===== config.mk =====
export PLATFORM = sky130hd
export DESIGN_NAME = lwe_dec_ctrl
export DESIGN_NICKNAME = d
export VERILOG_FILES = /design/src/hw/rtl/lwe_dec_pkg.sv /design/src/hw/rtl/lwe_dec_ctrl.sv
export SDC_FILE = /design/constraint.sdc
export NUM_CORES = 1
export LEC_CHECK = 0
export BUFFER_PORTS_ARGS = -buffer_cell sky130_fd_sc_hd__clkbuf_2
export CAP_MARGIN = 20
export CORE_MARGIN = 2
export CORE_UTILIZATION = 40
export DETAILED_ROUTE_END_ITERATION = 16
export SYNTH_ARGS = -nofsm -noshare
export SYNTH_HDL_FRONTEND = slang
export SYNTH_SLANG_ARGS = --single-unit

===== constraint.sdc =====
create_clock -name clock -period 2.6 [get_ports clock]
set_input_delay 0 -clock clock [delete_from_list [all_inputs] [get_ports clock]]
set_output_delay 0 -clock clock [all_outputs]
set_load 0.01 [all_outputs]

===== src/hw/rtl/lwe_dec_pkg.sv =====
// shared types and constants for the lwe decryption block
package lwe_dec_pkg;

   localparam int KEY_LENGTH_DEF = 1024;
   localparam int MOD_WIDTH_DEF  = 32;

   localparam int SCALE_BITS = 16;
   localparam int QUO_W      = SCALE_BITS + 1;

   localparam logic [31:0] CIPHER_MOD_RESET = 32'd1024;
   localparam logic [15:0] PLAIN_MOD_RESET  = 16'd4;

   typedef enum logic {
      REG_CIPHER_MOD = 1'b0,
      REG_PLAIN_MOD  = 1'b1
   } reg_index_type;

   typedef enum logic [1:0] {
      CMD_KEY  = 2'd0,
      CMD_A    = 2'd1,
      CMD_B    = 2'd2,
      CMD_NONE = 2'd3
   } cmd_type;

   typedef enum logic [1:0] {
      ASEL_ONE,
      ASEL_RES,
      ASEL_DIFF
   } a_sel_type;

   typedef enum logic [1:0] {
      BSEL_VAL,
      BSEL_KEY,
      BSEL_INNER,
      BSEL_PLAIN
   } b_sel_type;

   typedef enum logic [3:0] {
      ST_IDLE,
      ST_VAL_INIT,
      ST_VAL_RUN,
      ST_MUL_INIT,
      ST_MUL_RUN,
      ST_INNER_INIT,
      ST_INNER_RUN,
      ST_ACC,
      ST_SCALE_INIT,
      ST_SCALE_RUN,
      ST_FINISH
   } state_type;

   typedef struct packed {
      logic      start;
      a_sel_type a_sel;
      b_sel_type b_sel;
      logic      step;
      logic      save_x;
      logic      acc_upd;
      logic      finish;
   } dp_ctl_type;

endpackage


===== src/hw/rtl/lwe_dec_ctrl.sv =====
// controller: sequences the step unit and owns the request and result handshakes
module lwe_dec_ctrl
   import lwe_dec_pkg::*;
#(
   parameter int MOD_WIDTH = MOD_WIDTH_DEF
) (
   input  logic       clock,
   input  logic       reset,
   input  logic       req_tvalid,
   input  logic [1:0] req_cmd,
   input  logic       rsp_tready,
   output logic       req_tready,
   output logic       rsp_tvalid,
   output logic       accept,
   output dp_ctl_type ctl
);

   localparam int BW    = (MOD_WIDTH > SCALE_BITS) ? MOD_WIDTH : SCALE_BITS;
   localparam int CNT_W = $clog2(BW + 1);

   state_type        state_ff;
   state_type        state_in;
   logic [CNT_W-1:0] cnt_ff;
   logic [CNT_W-1:0] cnt_in;
   logic             is_b_ff;
   logic             is_b_in;
   logic             rsp_valid_ff;
   logic             rsp_valid_in;
   logic             last_step;

   assign req_tready = (state_ff == ST_IDLE);
   assign accept     = req_tvalid && req_tready;
   assign rsp_tvalid = rsp_valid_ff;
   assign last_step  = (cnt_ff == CNT_W'(1));

   always_ff @(posedge clock) begin
      if (reset) begin
         state_ff     <= ST_IDLE;
         cnt_ff       <= '0;
         is_b_ff      <= 1'b0;
         rsp_valid_ff <= 1'b0;
      end else begin
         state_ff     <= state_in;
         cnt_ff       <= cnt_in;
         is_b_ff      <= is_b_in;
         rsp_valid_ff <= rsp_valid_in;
      end
   end

   always_comb begin
      state_in    = state_ff;
      cnt_in      = cnt_ff;
      is_b_in     = is_b_ff;
      ctl         = '0;
      ctl.a_sel   = ASEL_ONE;
      ctl.b_sel   = BSEL_VAL;
      unique case (state_ff)
         ST_IDLE: begin
            if (accept && (req_cmd == CMD_A || req_cmd == CMD_B)) begin
               is_b_in  = (req_cmd == CMD_B);
               state_in = ST_VAL_INIT;
            end
         end
         ST_VAL_INIT: begin
            ctl.start = 1'b1;
            ctl.a_sel = ASEL_ONE;
            ctl.b_sel = BSEL_VAL;
            cnt_in    = CNT_W'(MOD_WIDTH);
            state_in  = ST_VAL_RUN;
         end
         ST_VAL_RUN: begin
            ctl.step = 1'b1;
            cnt_in   = cnt_ff - CNT_W'(1);
            if (last_step) begin
               state_in = is_b_ff ? ST_INNER_INIT : ST_MUL_INIT;
            end
         end
         ST_MUL_INIT: begin
            ctl.start = 1'b1;
            ctl.a_sel = ASEL_RES;
            ctl.b_sel = BSEL_KEY;
            cnt_in    = CNT_W'(MOD_WIDTH);
            state_in  = ST_MUL_RUN;
         end
         ST_MUL_RUN: begin
            ctl.step = 1'b1;
            cnt_in   = cnt_ff - CNT_W'(1);
            if (last_step) begin
               state_in = ST_INNER_INIT;
            end
         end
         ST_INNER_INIT: begin
            ctl.save_x = 1'b1;
            ctl.start  = 1'b1;
            ctl.a_sel  = ASEL_ONE;
            ctl.b_sel  = BSEL_INNER;
            cnt_in     = CNT_W'(MOD_WIDTH);
            state_in   = ST_INNER_RUN;
         end
         ST_INNER_RUN: begin
            ctl.step = 1'b1;
            cnt_in   = cnt_ff - CNT_W'(1);
            if (last_step) begin
               state_in = is_b_ff ? ST_SCALE_INIT : ST_ACC;
            end
         end
         ST_ACC: begin
            ctl.acc_upd = 1'b1;
            state_in    = ST_IDLE;
         end
         ST_SCALE_INIT: begin
            ctl.start = 1'b1;
            ctl.a_sel = ASEL_DIFF;
            ctl.b_sel = BSEL_PLAIN;
            cnt_in    = CNT_W'(SCALE_BITS);
            state_in  = ST_SCALE_RUN;
         end
         ST_SCALE_RUN: begin
            ctl.step = 1'b1;
            cnt_in   = cnt_ff - CNT_W'(1);
            if (last_step) begin
               state_in = ST_FINISH;
            end
         end
         ST_FINISH: begin
            if (!rsp_valid_ff || rsp_tready) begin
               ctl.finish = 1'b1;
               state_in   = ST_IDLE;
            end
         end
         default: begin
            state_in = ST_IDLE;
         end
      endcase
   end

   always_comb begin
      if (ctl.finish) begin
         rsp_valid_in = 1'b1;
      end else if (rsp_tready) begin
         rsp_valid_in = 1'b0;
      end else begin
         rsp_valid_in = rsp_valid_ff;
      end
   end

   // result slot is free whenever a new message is loaded
   a_finish_free: assert property (@(posedge clock) disable iff (reset)
      ctl.finish |-> (!rsp_valid_ff || rsp_tready))
      else $error("message loaded over a pending result");

   a_valid_source: assert property (@(posedge clock) disable iff (reset)
      $rose(rsp_valid_ff) |-> $past(state_ff == ST_FINISH))
      else $error("result valid without finish");

   a_cnt_live: assert property (@(posedge clock) disable iff (reset)
      (state_ff == ST_VAL_RUN || state_ff == ST_MUL_RUN || state_ff == ST_INNER_RUN ||
       state_ff == ST_SCALE_RUN) |-> (cnt_ff != '0))
      else $error("step counter ran out");

   a_b_start: assert property (@(posedge clock) disable iff (reset)
      (accept && req_cmd == CMD_B) |=> (state_ff == ST_VAL_INIT && is_b_ff))
      else $error("b request not started");

endmodule

==> impl_metrics.json <==
{
  "ys_ff_latch": 12,
  "die_h_um": 48.67,
  "clkPwrFrac_pct": 11.0,
  "gp_congestion": 0.7926,
  "clock-sinks": 12,
  "hold_path.class": "input port to flip-flop",
  "synth_cell_type_count": 40,
  "synth-main-ff-cell": "dfxtp_1",
  "drive_gt1_share_pct": 20.69,
  "place_hpwl_um": 1299,
  "rows": 16,
  "setup-violations-final": 0,
  "area_growth_pct": 14.26,
  "gr-usage-all-layers_pct": 16.30,
  "cap_viol_max_count": 0,
  "grt_max_degree": 17,
  "p_int_mw": 0.5651,
  "synth.cell_area_um2": 798.3,
  "syn-instance-count": 103,
  "ys_seq_area_share_pct": 30.09,
  "cts-root-buf": "clkbuf_4",
  "io_buffers": 17,
  "power_leakage_nw": 0.3801,
  "end_kind": "flip-flop",
  "arrival_ns": 2.34,
  "finalPower_mw": 1.044,
  "placed_cell_area_um2": 889.6,
  "ir_drop_mv": 0.5054,
  "firstDrtPassIters": 4,
  "yosysWarnings": 0,
  "relSlewSlack_pct": 68.47,
  "postCtsSetupRepairBufs": 0,
  "period_share_pct": 83.05,
  "cts_resized": 0,
  "synth.mux.area_fraction_pct": 3.762,
  "max_freq_mhz": 463.1,
  "cts_tree": "built",
  "rsz0062_at_grt": "false",
  "critPathLaunchType": "flip-flop",
  "p_seq_share_pct": 33.3,
  "yosysTopAreaCellShare_pct": 30.09,
  "hold_viol_final": 0,
  "place_ws_ns": 0.4942,
  "synth-adder-area-share_pct": 4.702,
  "crit_fanout": 12,
  "core-area_um2": 1922,
  "cts_buffers": 3,
  "synth_edf_count": 0,
  "synth_top_area_cell": "dfxtp_1",
  "setup_slack_ns": 0.4406,
  "die_area_um2": 2369,
  "synth_xor_area_share_pct": 1.097,
  "clockBufferDepth": 2,
  "synth_compound_area_share_pct": 22.57,
  "tns_ns": 0,
  "die_w_um": 48.67,
  "synth_nets": 112,
  "synth-async-reset-ratio_pct": 0,
  "ctsHoldBuffers": 0,
  "path_class": "flip-flop to flip-flop",
  "route.detailed.drc": 0,
  "finalClockSkew_ns": 0.009562,
  "grt_pass1_wl_um": 3056,
  "ant_nets": 0,
  "fin_area_um2": 912.1,
  "drv_slew": 0,
  "power_density_nw_per_um2": 1144,
  "crit_required_ns": 2.78,
  "wl_per_cell_um": 12.70,
  "hold_ws_ns": 0.08317,
  "worst_pin_slew_ns": 0.4723,
  "drt_first_iter_violations": 18,
  "synth_simple_gate_area_share_pct": 31.03,
  "worstSkewPairLatency_ns": 0.27,
  "io_pins": 18,
  "totalWireLength_um": 1816,
  "overflow": 0,
  "synth_top_family_by_area": "simple AND/OR/NAND/NOR gates",
  "nets": 127,
  "synthTopCellsByArea": "dfxtp_1 (30%), nand2b_1 (6.3%), nor2_1 (5.2%)",
  "period_minus_slack_ns": 2.159,
  "vias_per_cell": 5.503,
  "htree_levels": 1,
  "antenna_cells": 0,
  "outcome": "completed",
  "syn_area_per_cell_um2": 7.750,
  "combPwrFrac_pct": 55.7,
  "cts.clk_slew.worst_paths_ns": 0.08,
  "p_sw_share_pct": 45.85,
  "p_sw_mw": 0.4785,
  "vias": 787,
  "grt_pass1_vias": 701,
  "start_util_pct": 41.54,
  "antenna_found_initial": 0
}
## registers in the layout, indices dropped and copies added, names as in the netlist
register / flops
rsp_tvalid: 1
state_ff: 4
is_b_ff: 1
cnt_ff: 6
## power by group through the flow
stage               Combinational, mW  Clock, mW  Sequential (mW)
floorplan                       0.490          0            0.297
global placement                0.578          0            0.349
detailed placement              0.581          0            0.346
CTS                             0.582      0.119            0.343
global route                    0.655      0.128            0.363
finish                          0.581      0.115            0.347
## synthesized netlist by cell type (2+ instances only)
cell	number
nand2b_1	8
ha_1	3
a211oi_1	2
inv_1	5
o21ai_0	5
a21oi_1	4
dfxtp_1	12
nand2_1	4
a311oi_1	2
nor4_1	2
nor3_1	7
a221oi_1	2
mux2i_1	3
nor2b_1	3
nor2_1	11
clkbuf_1	6
## critical path, stage by stage, from the launching register on
cell and delay [ns]:
dfxtp_1 0.42, or2_0 0.37, a22o_1 0.38, a222oi_1 0.32, buf_4 0.21, a41oi_1 0.12, a311oi_1 0.25
## routing by layer
metal | global-route usage (%) | part of all wire [%] | wire length, µm
met3 | 6.790 | 11 | 194
met5 | 0 | 0 | 0
met2 | 25.57 | 43 | 776
met4 | 2.857 | 0.72 | 13
met1 | 21.15 | 46 | 832
## cell usage in the layout (no fill, tap or decap), types with 2 or more instances in the layout
cell type and count:
nor2_1 11, nand2_1 4, nor3_1 7, mux2i_1 3, inv_1 5, nor2b_1 3
nor4_1 2, a21oi_1 4, clkbuf_2 17, dfxtp_1 12, a211oi_1 2, ha_1 3
o21ai_0 5, clkbuf_4 3, a311oi_1 2, a221oi_1 2, nand2b_1 8
## final timing paths
path | slack, ns | endpoint | from | cells past startpoint
max reg2reg | 0.44 | state_ff[3]$_SDFFE_PP0P_ | state_ff[2]$_SDFFE_PP0P_ | 6
min | 0.08 | state_ff[2]$_SDFFE_PP0P_ | reset | 2
min reg2reg | 0.53 | cnt_ff[3]$_SDFFE_PP0P_ | cnt_ff[3]$_SDFFE_PP0P_ | 1
max | 0.44 | state_ff[3]$_SDFFE_PP0P_ | state_ff[2]$_SDFFE_PP0P_ | 6
## through the flow
step                util [%]  instances
floorplan                  -        103
detailed placement     46.29        140
finish                 47.46        143
global placement       46.29        140
global route           47.46        143
CTS                    47.46        143
## cells by family after synthesis
group,after synthesis
simple gates,46
flops,12
fa+ha+maj,3
xor+xnor,1
buf+inv,13
compound gates,25
mux,3
## cell type report
cell class,instances,area [µm²]
Fill cell,208,1010
Multi-Input combinational cell,78,504.2
Sequential cell,12,240.2
Timing Repair Buffer,18,92.59
Tap cell,27,33.78
Clock buffer,3,22.52
Inverter,5,18.77
Note: power is estimated with default switching activity, not from simulation.
